`config.mk`:
```
export PLATFORM = sky130hd
export DESIGN_NAME = text_compaction_codeword_encoder_top
export DESIGN_NICKNAME = d
export VERILOG_FILES = /design/src/rtl/tcce_pkg.sv /design/src/rtl/tcce_seq.sv /design/src/rtl/text_compaction_codeword_encoder_top.sv
export SDC_FILE = /design/constraint.sdc
export NUM_CORES = 1
export LEC_CHECK = 0
export BUFFER_PORTS_ARGS = -buffer_cell sky130_fd_sc_hd__buf_2
export CAP_MARGIN = 20
export CORE_MARGIN = 3
export CORE_UTILIZATION = 50
export DETAILED_ROUTE_END_ITERATION = 6
export HOLD_SLACK_MARGIN = 0.05
export PLACE_DENSITY = 0.68
export SYNTH_ARGS = -nofsm -noshare
export SYNTH_HDL_FRONTEND = slang
export SYNTH_HIERARCHICAL = 1
export SYNTH_SLANG_ARGS = --single-unit
```
`constraint.sdc`:
```
create_clock -name clk_i -period 5.2 [get_ports clk_i]
set_input_delay 0.26 -clock clk_i [delete_from_list [all_inputs] [get_ports clk_i]]
set_output_delay 0.26 -clock clk_i [all_outputs]
set_load 0.01 [all_outputs]
```
`src/rtl/tcce_pkg.sv`:
```
// ----------------------------------------------------------------------------
// tcce_pkg
// Types, constants and the microcode program of the text compaction
// codeword encoder.
// ----------------------------------------------------------------------------
package tcce_pkg;

  // Capacity and field widths
  localparam int MAX_DATA_CW = 1024;
  localparam int CNT_W       = $clog2(MAX_DATA_CW + 1);
  localparam int CW_W        = 11;
  localparam int POS_W       = 11;
  localparam int VAL_W       = 5;
  localparam int RW_W        = 6;
  localparam int EC_W        = 5;
  localparam int CFG_IDX_W   = 1;
  localparam int CFG_DATA_W  = 6;

  // Total length (descriptor + data + check slots) and its divider
  localparam int NEED_W = 11;
  localparam int K_W    = 10;
  localparam int DCNT_W = $clog2(NEED_W);

  // Coded values
  localparam logic [VAL_W-1:0] VAL_TO_LOWER = 5'd27;
  localparam logic [VAL_W-1:0] VAL_SHIFT    = 5'd28;
  localparam logic [VAL_W-1:0] VAL_PAD      = 5'd29;
  localparam logic [CW_W-1:0]  CW_PAD       = 11'd900;
  localparam logic [CW_W-1:0]  CW_RADIX     = 11'd30;
  localparam logic [RW_W-1:0]  RW_MAX       = 6'd32;

  // Configuration register indexes
  localparam logic [CFG_IDX_W-1:0] REG_ROW_WIDTH = 1'b0;
  localparam logic [CFG_IDX_W-1:0] REG_EC_LEVEL  = 1'b1;

  typedef enum logic [1:0] {
    MODE_UPPER = 2'd0,
    MODE_LOWER = 2'd1,
    MODE_DIGIT = 2'd2,
    MODE_OTHER = 2'd3
  } mode_e;

  typedef struct packed {
    logic [7:0] char_code;
    logic       last_char;
  } in_t;

  typedef struct packed {
    logic [CW_W-1:0]  codeword;
    logic [POS_W-1:0] position;
    logic             overflow;
    logic             end_of_run;
  } out_t;

  // Microcode
  localparam int STEP_W = 4;

  typedef enum logic [3:0] {
    UOP_IDLE,
    UOP_SW1,
    UOP_SW2,
    UOP_VAL,
    UOP_FLUSH,
    UOP_DINIT,
    UOP_DIV,
    UOP_PADSET,
    UOP_PAD,
    UOP_DESC
  } uop_e;

  typedef enum logic [2:0] {
    CND_SEQ,
    CND_GOTO,
    CND_NOSW2,
    CND_NOTLAST,
    CND_DIVMORE,
    CND_PADMORE
  } ucond_e;

  typedef struct packed {
    uop_e              op;
    ucond_e            cond;
    logic [STEP_W-1:0] target;
  } uword_t;

  typedef struct packed {
    logic no_sw2;
    logic not_last;
    logic div_more;
    logic pad_more;
  } flags_t;

  localparam logic [STEP_W-1:0] ST_IDLE   = 4'd0;
  localparam logic [STEP_W-1:0] ST_VAL    = 4'd3;
  localparam logic [STEP_W-1:0] ST_DIV    = 4'd6;
  localparam logic [STEP_W-1:0] ST_PAD    = 4'd8;

  function automatic uword_t ucode_rom(input logic [STEP_W-1:0] step);
    uword_t w;
    unique case (step)
      4'd0:    w = '{op: UOP_IDLE,   cond: CND_SEQ,     target: ST_IDLE};
      4'd1:    w = '{op: UOP_SW1,    cond: CND_NOSW2,   target: ST_VAL};
      4'd2:    w = '{op: UOP_SW2,    cond: CND_SEQ,     target: ST_IDLE};
      4'd3:    w = '{op: UOP_VAL,    cond: CND_NOTLAST, target: ST_IDLE};
      4'd4:    w = '{op: UOP_FLUSH,  cond: CND_SEQ,     target: ST_IDLE};
      4'd5:    w = '{op: UOP_DINIT,  cond: CND_SEQ,     target: ST_IDLE};
      4'd6:    w = '{op: UOP_DIV,    cond: CND_DIVMORE, target: ST_DIV};
      4'd7:    w = '{op: UOP_PADSET, cond: CND_SEQ,     target: ST_IDLE};
      4'd8:    w = '{op: UOP_PAD,    cond: CND_PADMORE, target: ST_PAD};
      4'd9:    w = '{op: UOP_DESC,   cond: CND_GOTO,    target: ST_IDLE};
      default: w = '{op: UOP_IDLE,   cond: CND_GOTO,    target: ST_IDLE};
    endcase
    return w;
  endfunction

endpackage

```
`src/rtl/tcce_seq.sv`:
```
// ----------------------------------------------------------------------------
// tcce_seq
// Step counter and microcode ROM: advances one step when the datapath lets
// it go, taking the jump of the current control word when its condition holds.
// ----------------------------------------------------------------------------
module tcce_seq (
  input  logic            clk_i,
  input  logic            rst_ni,
  input  logic            go_i,
  input  tcce_pkg::flags_t flags_i,
  output tcce_pkg::uword_t uword_o
);
  import tcce_pkg::*;

  logic [STEP_W-1:0] step_q, step_d;
  uword_t            uw;
  logic              take;

  assign uw      = ucode_rom(step_q);
  assign uword_o = uw;

  always_comb begin
    unique case (uw.cond)
      CND_SEQ:     take = 1'b0;
      CND_GOTO:    take = 1'b1;
      CND_NOSW2:   take = flags_i.no_sw2;
      CND_NOTLAST: take = flags_i.not_last;
      CND_DIVMORE: take = flags_i.div_more;
      CND_PADMORE: take = flags_i.pad_more;
      default:     take = 1'b1;
    endcase
    step_d = step_q;
    if (go_i) begin
      step_d = take ? uw.target : step_q + STEP_W'(1);
    end
  end

  always_ff @(posedge clk_i or negedge rst_ni) begin
    if (!rst_ni) begin
      step_q <= ST_IDLE;
    end else begin
      step_q <= step_d;
    end
  end

endmodule

```
`src/rtl/text_compaction_codeword_encoder_top.sv`:
```
// ----------------------------------------------------------------------------
// text_compaction_codeword_encoder_top
// Text compaction encoder: characters to 5-bit values with mode switches,
// value pairs to codewords, row padding and a closing length descriptor.
// ----------------------------------------------------------------------------
//  channel  | handshake              | word
//  ---------+------------------------+------------------------------------
//  in       | in_valid_i/in_ready_o  | in_t: char_code, last_char
//  out      | out_valid_o/out_ready_i| out_t: codeword, position, ...
//  cfg      | cfg_we_i               | cfg_idx_i, cfg_wdata_i
//
// A character runs through the steps accept, first switch (idle when none),
// second switch (only with two switch values) and character value. The last
// character adds a flush, a divider load, 11 remainder steps, a pad setup,
// one step per 900 pad plus one to leave the loop, and the descriptor.
// Switch, value, flush, pad and descriptor steps stall while the output word
// is held and not taken. Reset clears all state; row_width 3, ec_level -1.
// ----------------------------------------------------------------------------
module text_compaction_codeword_encoder_top (
  input  logic                                clk_i,
  input  logic                                rst_ni,
  input  logic                                in_valid_i,
  output logic                                in_ready_o,
  input  tcce_pkg::in_t                       in_data_i,
  output logic                                out_valid_o,
  input  logic                                out_ready_i,
  output tcce_pkg::out_t                      out_data_o,
  input  logic                                cfg_we_i,
  input  logic [tcce_pkg::CFG_IDX_W-1:0]      cfg_idx_i,
  input  logic [tcce_pkg::CFG_DATA_W-1:0]     cfg_wdata_i
);
  import tcce_pkg::*;

  // Configuration
  logic [RW_W-1:0]        row_width_q;
  logic signed [EC_W-1:0] ec_level_q;

  // String state
  mode_e            mode_q;
  logic [VAL_W-1:0] pend_val_q;
  logic             pend_vld_q;
  logic [CNT_W-1:0] count_q;
  logic             ovf_q;

  // Latched item
  mode_e            tmode_q;
  logic [VAL_W-1:0] val_q;
  logic [VAL_W-1:0] sw1_q;
  logic [1:0]       nsw_q;
  logic             last_q;

  // Divider and padding
  logic [NEED_W-1:0] dvd_q;
  logic [RW_W-1:0]   rem_q;
  logic [DCNT_W-1:0] dcnt_q;
  logic [RW_W-1:0]   pad_cnt_q;
  logic [POS_W-1:0]  len_q;

  // Output register
  logic out_valid_q;
  out_t out_q;

  uword_t uw;
  flags_t flags;
  logic   go, slot_free, needs_slot;

  tcce_seq u_seq (
    .clk_i   (clk_i),
    .rst_ni  (rst_ni),
    .go_i    (go),
    .flags_i (flags),
    .uword_o (uw)
  );

  assign in_ready_o  = (uw.op == UOP_IDLE);
  assign out_valid_o = out_valid_q;
  assign out_data_o  = out_q;
  assign slot_free   = !out_valid_q || out_ready_i;

  always_comb begin
    unique case (uw.op)
      UOP_SW1, UOP_SW2, UOP_VAL, UOP_FLUSH, UOP_PAD, UOP_DESC: needs_slot = 1'b1;
      default:                                                 needs_slot = 1'b0;
    endcase
  end

  assign go = (uw.op == UOP_IDLE) ? in_valid_i : (!needs_slot || slot_free);

  assign flags = '{no_sw2:   (nsw_q != 2'd2),
                   not_last: !last_q,
                   div_more: (dcnt_q != '0),
                   pad_more: (pad_cnt_q != '0)};

  // Classify the incoming character
  mode_e            in_mode;
  logic [VAL_W-1:0] in_val;
  logic [1:0]       in_nsw;
  logic [7:0]       ch;

  assign ch = in_data_i.char_code;

  always_comb begin
    if (ch >= 8'h30 && ch <= 8'h39) begin
      in_mode = MODE_DIGIT;
      in_val  = VAL_W'(ch - 8'h30);
    end else if (ch >= 8'h41 && ch <= 8'h5a) begin
      in_mode = MODE_UPPER;
      in_val  = VAL_W'(ch - 8'h41);
    end else if (ch >= 8'h61 && ch <= 8'h7a) begin
      in_mode = MODE_LOWER;
      in_val  = VAL_W'(ch - 8'h61);
    end else begin
      in_mode = MODE_OTHER;
      in_val  = '0;
    end
    if (mode_q == MODE_OTHER || in_mode == MODE_OTHER || in_mode == mode_q) begin
      in_nsw = 2'd0;
    end else if (mode_q == MODE_LOWER && in_mode == MODE_UPPER) begin
      in_nsw = 2'd2;
    end else begin
      in_nsw = 2'd1;
    end
  end

  // Effective row width and check slot count
  logic [RW_W-1:0] w_eff;
  logic [3:0]      k_exp;
  logic [K_W-1:0]  k_slots;

  always_comb begin
    if (row_width_q == '0) begin
      w_eff = RW_W'(1);
    end else if (row_width_q > RW_MAX) begin
      w_eff = RW_MAX;
    end else begin
      w_eff = row_width_q;
    end
    if (ec_level_q < 5'sd0) begin
      k_exp = 4'd0;
    end else if (ec_level_q > 5'sd8) begin
      k_exp = 4'd9;
    end else begin
      k_exp = 4'(ec_level_q[3:0]) + 4'd1;
    end
    k_slots = (k_exp == 4'd0) ? '0 : (K_W'(1) << k_exp);
  end

  // Value to push this step
  logic             push_en;
  logic [VAL_W-1:0] push_val;

  always_comb begin
    push_en  = 1'b0;
    push_val = '0;
    case (uw.op)
      UOP_SW1: begin
        push_en  = (nsw_q != 2'd0);
        push_val = sw1_q;
      end
      UOP_SW2: begin
        push_en  = (nsw_q == 2'd2);
        push_val = VAL_SHIFT;
      end
      UOP_VAL: begin
        push_en  = 1'b1;
        push_val = val_q;
      end
      UOP_FLUSH: begin
        push_en  = pend_vld_q;
        push_val = VAL_PAD;
      end
      default: begin
        push_en  = 1'b0;
        push_val = '0;
      end
    endcase
  end

  logic [CW_W-1:0]   pair_cw;
  logic [CNT_W-1:0]  count_inc;
  logic              room;
  logic [RW_W:0]     trial;
  logic [NEED_W-1:0] need;
  logic              emit;

  assign pair_cw   = CW_W'(pend_val_q) * CW_RADIX + CW_W'(push_val);
  assign count_inc = count_q + CNT_W'(1);
  assign room      = (count_q < CNT_W'(MAX_DATA_CW));
  assign trial     = {rem_q, dvd_q[NEED_W-1]};
  assign need      = NEED_W'(count_q) + NEED_W'(1) + NEED_W'(k_slots);

  // a word is loaded into the output register this cycle
  assign emit = go && ((push_en && pend_vld_q && room) ||
                       (uw.op == UOP_PAD && pad_cnt_q != '0) ||
                       (uw.op == UOP_DESC));

  // Datapath registers
  always_ff @(posedge clk_i or negedge rst_ni) begin
    if (!rst_ni) begin
      row_width_q <= 6'd3;
      ec_level_q  <= -5'sd1;
      mode_q      <= MODE_UPPER;
      pend_val_q  <= '0;
      pend_vld_q  <= 1'b0;
      count_q     <= '0;
      ovf_q       <= 1'b0;
      tmode_q     <= MODE_UPPER;
      val_q       <= '0;
      sw1_q       <= '0;
      nsw_q       <= '0;
      last_q      <= 1'b0;
      dvd_q       <= '0;
      rem_q       <= '0;
      dcnt_q      <= '0;
      pad_cnt_q   <= '0;
      len_q       <= '0;
      out_valid_q <= 1'b0;
      out_q       <= '0;
    end else begin
      if (cfg_we_i) begin
        unique case (cfg_idx_i)
          REG_ROW_WIDTH: row_width_q <= cfg_wdata_i[RW_W-1:0];
          REG_EC_LEVEL:  ec_level_q  <= $signed(cfg_wdata_i[EC_W-1:0]);
          default:       ;
        endcase
      end

      // drop the output word once taken, unless a new one is loaded
      if (out_valid_q && out_ready_i && !emit) begin
        out_valid_q <= 1'b0;
      end

      if (go) begin
        unique case (uw.op)
          UOP_IDLE: begin
            tmode_q <= in_mode;
            val_q   <= in_val;
            nsw_q   <= in_nsw;
            sw1_q   <= (in_mode == MODE_LOWER) ? VAL_TO_LOWER : VAL_SHIFT;
            last_q  <= in_data_i.last_char;
          end
          UOP_DINIT: begin
            dvd_q  <= need;
            rem_q  <= '0;
            dcnt_q <= DCNT_W'(NEED_W - 1);
          end
          UOP_DIV: begin
            // one restoring division bit per step
            if (trial >= {1'b0, w_eff}) begin
              rem_q <= RW_W'(trial - {1'b0, w_eff});
            end else begin
              rem_q <= trial[RW_W-1:0];
            end
            dvd_q <= {dvd_q[NEED_W-2:0], 1'b0};
            if (dcnt_q != '0) begin
              dcnt_q <= dcnt_q - DCNT_W'(1);
            end
          end
          UOP_PADSET: begin
            pad_cnt_q <= (rem_q == '0) ? '0 : w_eff - rem_q;
            len_q     <= POS_W'(count_q) + POS_W'(1);
          end
          UOP_PAD: begin
            if (pad_cnt_q != '0) begin
              out_valid_q         <= 1'b1;
              out_q.codeword      <= CW_PAD;
              out_q.position      <= len_q;
              out_q.overflow      <= ovf_q;
              out_q.end_of_run    <= 1'b0;
              len_q               <= len_q + POS_W'(1);
              pad_cnt_q           <= pad_cnt_q - RW_W'(1);
            end
          end
          UOP_DESC: begin
            out_valid_q      <= 1'b1;
            out_q.codeword   <= CW_W'(len_q);
            out_q.position   <= '0;
            out_q.overflow   <= ovf_q;
            out_q.end_of_run <= 1'b1;
            // return to the start-of-string state
            mode_q     <= MODE_UPPER;
            pend_val_q <= '0;
            pend_vld_q <= 1'b0;
            count_q    <= '0;
            ovf_q      <= 1'b0;
          end
          default: begin
          end
        endcase

        if (uw.op == UOP_VAL) begin
          mode_q <= tmode_q;
        end

        if (push_en) begin
          if (!pend_vld_q) begin
            pend_val_q <= push_val;
            pend_vld_q <= 1'b1;
          end else begin
            pend_vld_q <= 1'b0;
            pend_val_q <= '0;
            if (room) begin
              count_q          <= count_inc;
              out_valid_q      <= 1'b1;
              out_q.codeword   <= pair_cw;
              out_q.position   <= POS_W'(count_inc);
              out_q.overflow   <= ovf_q;
              out_q.end_of_run <= 1'b0;
            end else begin
              ovf_q <= 1'b1;
            end
          end
        end
      end
    end
  end

endmodule
```
; Word-level counts from Yosys, hierarchy flattened
; Memories as Yosys holds them, arrays and structs flattened.
; Index checks and enable logic that the tools add are counted.
; Widths: inputs -> output; s select.
[totals]
regBits = 113
latchBits = 0
ram_bits = 0
rom_bits = 176
input_bits = 21
out_inout_bits = 26
word_cells = 173
mem_count = 1
[mem_list]
columns = name, words, word_bits, rd, rd_ports_with_merged_regs, write_ports, line
row1 = (name not given), 16, 11, 1, 0, 0, tcce_pkg.sv:100  ; unique case (step)
[classes]
add_sub_neg = 13
mul = 1
n_div = 0
order_cmp = 11
eq_ne = 22
shift = 1
muxes = 58
bitwise = 1
reduce_logical = 42
[op_table]
columns = operator, count
row1 = $mux 24, 4
row2 = $mux 11, 5
row3 = $pmux 24 s2, 1
row4 = $pmux 11 s2, 2
row5 = $mux 5, 6
row6 = $mux 6, 5
row7 = $pmux 6 s2, 2
row8 = $add 11x1->11 const B, 2
row9 = $pmux 5 s4, 1
row10 = $eq 4x3->1 const B, 4
row11 = $ge 8x7->1 const B, 2
row12 = $le 8x7->1 const B, 2
row13 = $mux 4, 4
row14 = $mux 1, 15
row15 = $mux 2, 7
row16 = $logic_not 6->1, 2
row17 = $reduce_and 2->1, 6
row18 = $sub 6x6->6, 2
row19 = $add 10x5->11, 1
row20 = $add 11x10->11, 1
row21 = $lt 11x11->1 const B, 1
row22 = $logic_and 1x1->1, 10
row23 = $mux 10, 1
row24 = $reduce_bool 2->1, 5
row25 = 38 further kinds, 58

; Logic depth before layout (Yosys ltp)
; Gate-level depths: netlist of the first run.
; An unclocked memory read counts as a cell.
[logic_depth]
ltp_word = 17
mapped_depth = 18
ltp_nobuf = 17

; By module
; Netlist of the first run, hierarchy kept.
[modules_own_cells]
columns = module, n_inst, cells_each, area_each_um2, seq_area_each_um2
row1 = text_compaction_codeword_encoder_top, 1, 811, 7213.2, 2686.3
row2 = tcce_seq, 1, 63, 560.5, 100.1

; Worst setup path before layout of the first run
; No wires, ideal clock.
[synth_path]
kind = register to register
start = register u_seq.step_q[1]
end = register out_q, in the netlist out_data_o[22]
setup_time_ns = 0.104
t_arrival_ns = 3.519
required_ns = 5.096
path_slack_ns = 1.577
path_stages_with_launch = 18
path_buffers = 1
period_less_slack_ns = 3.623
path_cell_list = dfrtp_1 > inv_1 > ha_1 > nand2b_1 > mux2i_1 > clkbuf_1 > a21oi_1 > nor3_1 > nor2_1 > nor2_1 > inv_1 > fa_1 > nand2b_1 > o2bb2ai_1 > nor2b_1 > nand4_1 > xnor2_1 > a221oi_1
[synth_lines]
columns = element, line
row1 = from (decl), tcce_seq.sv:15  ; logic [STEP_W-1:0] step_q, step_d;
row2 = from (signal assigned), tcce_seq.sv:42  ; step_q <= step_d;
row3 = to (decl), text_compaction_codeword_encoder_top.sv:61  ; out_t out_q;

==> results of run 1 <==
critical path: cells and delay by family (launching register included):
family	cells	cell delay [ns]
AOI/OAI and AO/OA	3	1.52
and+or+nand+nor	4	0.84
muxes	1	0.57
DFF	1	0.42
buffers and inverters	2	0.36
adders and majority gates	1	0.19
state kept, by name, summed over array words and instances, names as in the netlist, 2 cells and up:
signal,cells
rem_q,6
pad_cnt_q,6
u_seq/step_q,4
mode_q,2
tmode_q,2
count_q,11
dcnt_q,4
val_q,5
out_data_o,24
pend_val_q,5
nsw_q,2
sw1_q,3
dvd_q,11
len_q,11
ec_level_q,5
row_width_q,6
per-layer routing:
layer / up-vias / global-route usage (%) / part of all wire [%] / wire (um)
met4: 0 / 6.84 / 1.7 / 312
met5: - / 0 / 0 / 0
met3: 22 / 2.48 / 4.7 / 851
met1: 3051 / 32.9 / 49 / 8860
met2: 188 / 33.7 / 45 / 8060
li1: 3178 / - / - / -
metrics by stage:
stage	worst slack, ns	area [um2]	instances
global route	0.696	8430	1088
finish	1.19	8430	1088
CTS	1.18	8430	1088
global placement	1.34	8090	1070
detailed placement	1.19	8110	1071
floorplan	1.58	7750	869
where the power goes:
| group | leakage, nW | internal (mW) | switching (mW) | total (mW) |
|---|---|---|---|---|
| clock | 0.157 | 0.396 | 0.343 | 0.739 |
| sequential | 1.41 | 1.15 | 0.290 | 1.44 |
| combinational | 2.46 | 1.04 | 1.52 | 2.56 |
worst paths after layout:
path | end | slack [ns] | cells past startpoint
worst min register to register | out_data_o[14]$_DFFE_PN0P_ | 0.48 | 2
worst max-delay path | pad_cnt_q[5]$_DFFE_PN0P_ | 1.19 | 11
worst max register to register | pad_cnt_q[5]$_DFFE_PN0P_ | 1.19 | 11
min in group asynchronous | count_q[2]$_DFFE_PN0P_ | 0.50 | 2
worst min-delay path | row_width_q[5]$_DFFE_PN0P_ | 0.12 | 3
max in group asynchronous | u_seq/step_q[1]$_DFFE_PN0P_ | 3.55 | 3
layout make-up:
class | count | area, um2
Clock buffer | 10 | 239
Clock inverter | 6 | 75.1
Fill cell | 1334 | 6430
Inverter | 64 | 240
Multi-Input combinational cell | 660 | 4570
Sequential cell | 111 | 2790
Tap cell | 184 | 230
Timing Repair Buffer | 53 | 292
==> summary by stage, run 1 <==
STA
The shortest clock period the worst path allows after layout is between 4 and 5 ns. The normalized max-slew margin is 31.4%. For the pin with the worst max-slew slack, the measured transition is 1.03 ns. The final critical path takes up roughly 77% of the cycle. The number of pins with negative max-slew slack in the final report is 0. The final number of setup-violating endpoints is 0. The worst clock skew is around 0.0054 ns.

The summed negative setup slack over all endpoints is 0 ns. The final hold violation count was 0. Setup repair after global routing left no endpoint under its margin. On the final layout, the worst hold slack is ~0.12 ns.

The maximum clock frequency is 0.250 GHz.

Detailed routing
The routed length per instance is 16.6 um. The final wirelength is 18.1 mm. The residual DRC count is 0. The DRC marker count from the first detailed-route iteration is about 560. The detailed router placed ~6400 vias in this run. Using the TritonRoute via totals, the vias-per-cell ratio works out to between 5 and 6. The post-detailed-route count of antenna-violating nets is 0. The first detailed-routing pass took 6 iterations.

Placement
The count of buffers inserted at the top-level ports is 46. Routability-driven placement finished with a final weighted congestion of between 0.8 and 0.9. The HPWL reported at the end of detailed placement is around 13 mm.

GRT
The global route total overflow is 0. The initial antenna violation count is 0. Entering global routing, the biggest net connects 61 pins. The first global-routing pass estimated around 30 mm of wire. The all-layer global routing usage is about 22%.

The number of global-route vias before repair came to between 5000 and 6000.

Pwr
The static power due to leakage is about 4 nW. Summing internal, switching and leakage power gives between 4 and 5 mW. VDD sags by at most about 0.21 mV.

Power spread over the standard cell area amounts to 562 nW/um2.

Synth
The number of nets in the synthesized netlist is about 950. The post-synthesis instance area is between 7000 and 8000 um2. During synthesis, Yosys emitted a total of 6 warnings. The number of standard cells after synthesis is around 870. Dividing the synthesized area by the synthesized cell count gives just under 9 um2.

Floorplan
The floorplan has 44 rows. The chip height is 131 um. The area inside the core boundary is approximately 15000 um2. The total die area is 17000 um2. The floorplan die width is between 100 and 150 um. For this configuration, the core starts out at a cell density of between 50% and 60%. Pin placement for this block handled between 40 and 50 I/O pins.

Outcome
The flow ran to the end, and the final reports show no timing, DRC or antenna violations.

Critical path
Among all stages on the critical path, the largest delay is contributed by sky130_fd_sc_hd__a21oi_2. By startpoint and endpoint, the worst setup path is classified as flop to flop. At the worst endpoint, the required time is between 5 and 6 ns. The startpoint identified for the worst register-to-register timing path is u_seq/step_q[1]$_DFFE_PN0P_. For this run, the slowest stage of the critical path takes between 0.8 and 0.9 ns.

Traced cell by cell, the critical path runs through inv_1, ha_1, nand2b_1, mux2i_1, nor4_4, nand2_1, o221a_2, inv_2, a21oi_2, nor2_1, o22a_1. Along the worst path, the maximum fanout reaches 24. The type of element launching the critical path is a flop.

The critical path starts at u_seq/step_q[1]$_DFFE_PN0P_. The critical path arrival is about 4.3 ns. STA classifies the critical path endpoint as a flop.

Min path
The start point of the worst hold path is cfg_wdata_i[5]. The worst hold path class is input pin to flop.

Cells and area
The layout overhead on the synthesized area is 8.73%. The repair_antennas step left the layout with diodes totalling 0. The library cells used most frequently in the layout, excluding fill and tap cells, are sky130_fd_sc_hd__dfrtp_1, sky130_fd_sc_hd__nand2_1, sky130_fd_sc_hd__nor2_1. The most frequent standard cell in the layout excluding fill and tap cells is sky130_fd_sc_hd__dfrtp_1. Cells with a size suffix above 1 make up approximately an eighth of the layout.

After the last flow step, the layout net total stands at between 900 and 1000. For this run, the share of the core covered by cells in the final layout is between 50% and 60%.

Clock network
At the later pin of the worst-skew pair, clock insertion delay measures 0.35 ns. The number of hold buffers added after cts is 1. The H-tree depth is 3. After clock tree synthesis, the clock-pin slew on the worst setup and hold paths is approximately 0.080 ns.

The buffer cell driving the clock tree root is sky130_fd_sc_hd__clkbuf_16. The number of clock buffers added by TritonCTS is 9. Counting every sink on the clock net gives 111.

TritonCTS built the clock tree. The clock passes through at most 2 buffers. The total setup buffers inserted after CTS is 0. The number of cells upsized or downsized after cts is 0.

Flow run
The number of max-cap violations is 0.
(Power assumes the default switching activity.)
==> run 2, diff against run 1 <==
clock period = 4.1 ns   (was 5.2 ns; I/O delays follow)
==> summary by stage, run 2 (synthesized netlist as in run 1, its figures left out) <==
Clock network
The total clock buffers created by CTS is 9 (unchanged). The total setup buffers inserted after CTS came to 0 (unchanged). The number of buffers on the longest clock path is 2 (unchanged). The buffer cell driving the clock tree root is sky130_fd_sc_hd__clkbuf_16 (unchanged). The H-tree depth came to 3 (unchanged). The TritonCTS clock tree is built (unchanged). The total clock sinks is 111 (unchanged). The clock slew seen by the registers of the worst setup and hold paths is 0.07 ns (was 0.08 ns).

The clock latency on the worst-skew pair is 0.35 ns (about the same).

Cells and area
The number of antenna repair diodes is 0 (unchanged). The layout overhead on the synthesized area was 9.33% (was 8.73%). The most frequent standard cell in the layout excluding fill and tap cells was sky130_fd_sc_hd__dfrtp_1 (unchanged). The final layout net count is 992 (was 982).

The post-route core utilization is 57.0% (was 56.7%). Commonest non-fill, non-tap cells in the layout: sky130_fd_sc_hd__dfrtp_1, sky130_fd_sc_hd__nand2_1, sky130_fd_sc_hd__nor2_1 (unchanged). The flip-flop count of the largest register, all copies and words added is 24 (unchanged). The fraction of final layout cells sized beyond drive strength 1 is 13.8% (was 12.8%).

The final instance area is 8480 um2 (was 8430 um2).

Floorplan
The floorplan die width was 131 um (unchanged). The total die area is 17000 um2 (unchanged). The initial core utilization is 52.2% (unchanged). The site row count is 44 (unchanged). The area inside the core boundary is 14900 um2 (unchanged). The chip height is 131 um (unchanged). The number of ports placed on the die boundary is 47 (unchanged).

Placement
The count of buffers inserted at the top-level ports is 46 (unchanged). The HPWL reported at the end of detailed placement is 13.6 mm (was 13.4 mm). The last weighted congestion value of the routability-driven placer is 0.837 (was 0.856). The placement-stage cell area is 8170 um2 (was 8110 um2).

STA
The maximum clock frequency came to 0.283 GHz (was 0.250 GHz). The worst clock skew was 0.00882 ns (was 0.00543 ns). The summed negative setup slack over all endpoints is 0 ns (unchanged). The final-layout worst hold slack came to 0.0938 ns (was 0.120 ns).

The number of pins with negative max-slew slack in the final report is 0 (unchanged). The worst-margin pin slew is 1.02 ns (was 1.03 ns). The final number of setup-violating endpoints came to 0 (unchanged). The shortest clock period the worst path allows after layout is 3.53 ns (was 4.01 ns). The final hold violation count is 0 (unchanged). The normalized max-slew margin is 31.3% (was 31.4%). The post-route fraction of the period consumed by the critical path came to 86.2% (was 77.0%). Setup repair after global routing missed its margin: no (unchanged).

Detailed routing
The final wirelength is 18.0 mm (was 18.1 mm). The post-detailed-route count of antenna-violating nets is 0 (unchanged). The routed length per instance is 16.4 um (was 16.6 um). The residual DRC count is 0 (unchanged).

The number of detailed-routing iterations run before antenna repair is 7 (was 6). The count of vias placed by the detailed router is 6377 (was 6439). The mean number of vias per cell is 5.81 (was 5.92). The DRC marker count from the first detailed-route iteration is 479 (was 557).

Flow run
The number of max-cap violations was 0 (unchanged).

Critical path
The largest delay contributor family on the critical path is simple AND/OR/NAND/NOR gates (was compound AO/OA/AOI/OAI gates). The cell with the largest stage delay on the worst path is sky130_fd_sc_hd__dfrtp_1 (was sky130_fd_sc_hd__a21oi_2). The type of the worst setup path was flop to flop (unchanged). Cell breakdown of the critical path: ha_1, nand2b_1, mux2i_1, buf_4, nand2_1, nor2_1, nor3_1, nor2_1, nor2_1, inv_1, fa_1, nand2b_1, o2bb2ai_1, nor2b_1, nand4_1, xnor2_1, a221oi_1 (was inv_1, ha_1, nand2b_1, mux2i_1, nor4_4, nand2_1, o221a_2, inv_2, a21oi_2, nor2_1, o22a_1).

The maximum fanout encountered on the critical timing path is 9 (was 24). The most common cell type on the critical path is sky130_fd_sc_hd__nor2_1. The depth of the most critical reg-to-reg path came to 17 (was 11). The launching point of the worst reg2reg path is u_seq/step_q[0]$_DFFE_PN0P_ (was u_seq/step_q[1]$_DFFE_PN0P_).

The critical path arrival is 3.79 ns (was 4.25 ns). The minimum setup slack among reg-to-reg paths is 0.57 ns (was 1.19 ns). The peak per-stage delay on the critical path is 0.49 ns (was 0.81 ns). The type of element launching the critical path is a flop (unchanged). The end of the worst register-to-register path is out_data_o[22]$_DFFE_PN0P_ (was pad_cnt_q[5]$_DFFE_PN0P_). The number of buffers and inverters on the critical path was 2 (unchanged). The critical path required time is 4.36 ns (was 5.45 ns). The kind of end point of the critical path is a flop (unchanged).

Outcome
Run status: finished, final reports clean (unchanged).

Pwr
The power per standard cell area is 703 nW/um2 (was 562 nW/um2). The share of power burned in the clock network is 14.1% (was 15.6%). The combinational fraction of design power came to 55.2% (was 54.0%).

The share of total power in sequential cells is 30.7% (was 30.4%). The final total power was 5.96 mW (was 4.74 mW). The power spent charging and discharging nets came to 2.72 mW (was 2.15 mW). The internal power consumption is 3.23 mW (was 2.59 mW).

The static power due to leakage is 4.05 nW (was 4.03 nW). The maximum vdd ir drop is 0.317 mV (was 0.211 mV). The fraction of power spent switching nets came to 45.7% (was 45.4%).

GRT
The global route total overflow came to 0 (unchanged). The initial antenna violation count is 0 (unchanged). The global-route wire length before repair is 30.0 mm (was 30.1 mm).

The number of global-route vias before repair came to 5988 (was 5921). The all-layer global routing usage was 21.9% (was 22.0%). The largest net degree at the start of global routing came to 65 (was 61).

Min path
The start point of the worst hold path is in_data_i[0] (was cfg_wdata_i[5]). The worst hold path class is input pin to flop (unchanged). The worst-case hold path end point is last_q$_DFFE_PN0P_ (was row_width_q[5]$_DFFE_PN0P_). The worst hold path depth is 2 (was 3).
run 2: worst max path at each step:
stage	startpoint	endpoint	cells past startpoint
final	u_seq/step_q[0]$_DFFE_PN0P_	out_data_o[22]$_DFFE_PN0P_	17
after global routing	u_seq/step_q[1]$_DFFE_PN0P_	out_data_o[22]$_DFFE_PN0P_	15
after CTS	u_seq/step_q[1]$_DFFE_PN0P_	out_data_o[22]$_DFFE_PN0P_	15
after detailed placement	u_seq/step_q[1]$_DFFE_PN0P_	out_data_o[22]$_DFFE_PN0P_	15
after global placement	pend_val_q[3]$_DFFE_PN0P_	out_data_o[22]$_DFFE_PN0P_	11
after floorplan	u_seq/step_q[1]$_DFFE_PN0P_	out_data_o[22]$_DFFE_PN0P_	17
run 2: metal layers:
metal / routed length, um / GRT usage, % / vias to the layer above
met5: 0 / 0 / -
met4: 343 / 7.26 / 0
met3: 630 / 3.01 / 29
met2: 8020 / 33.9 / 126
met1: 8990 / 31.7 / 3018
li1: - / - / 3204
run 2: what timing repair did:
action / 4_1_cts / 5_1_grt
endpoints found under the hold margin: 56 / 0
endpoints found under the setup margin: 0 / 1
hold buffers: 2 / 0
gates resized for setup: 0 / 1
run 2: layout make-up:
cell class / count / area [um2]
fill: 1328 / 6390
multi-input combinational: 660 / 4570
sequential: 111 / 2790
timing repair buffer: 63 / 365
inverter: 64 / 240
tap: 184 / 230
clock buffer: 9 / 225
clock inverter: 7 / 55.1
run 2: power groups by stage:
stage / registers (mW) / clock network (mW) / logic, mW
floorplan: 1.75 / 0 / 2.53
global placement: 1.83 / 0 / 3.24
detailed placement: 1.84 / 0 / 3.26
CTS: 1.82 / 0.859 / 3.29
global route: 1.88 / 0.900 / 3.73
finish: 1.83 / 0.842 / 3.29
run 2: through the flow:
step	setup WS, ns	std cells
after floorplan	0.477	869
after global placement	0.633	1080
after detailed placement	0.466	1080
after CTS	0.462	1098
after global routing	0.173	1098
final	0.567	1098
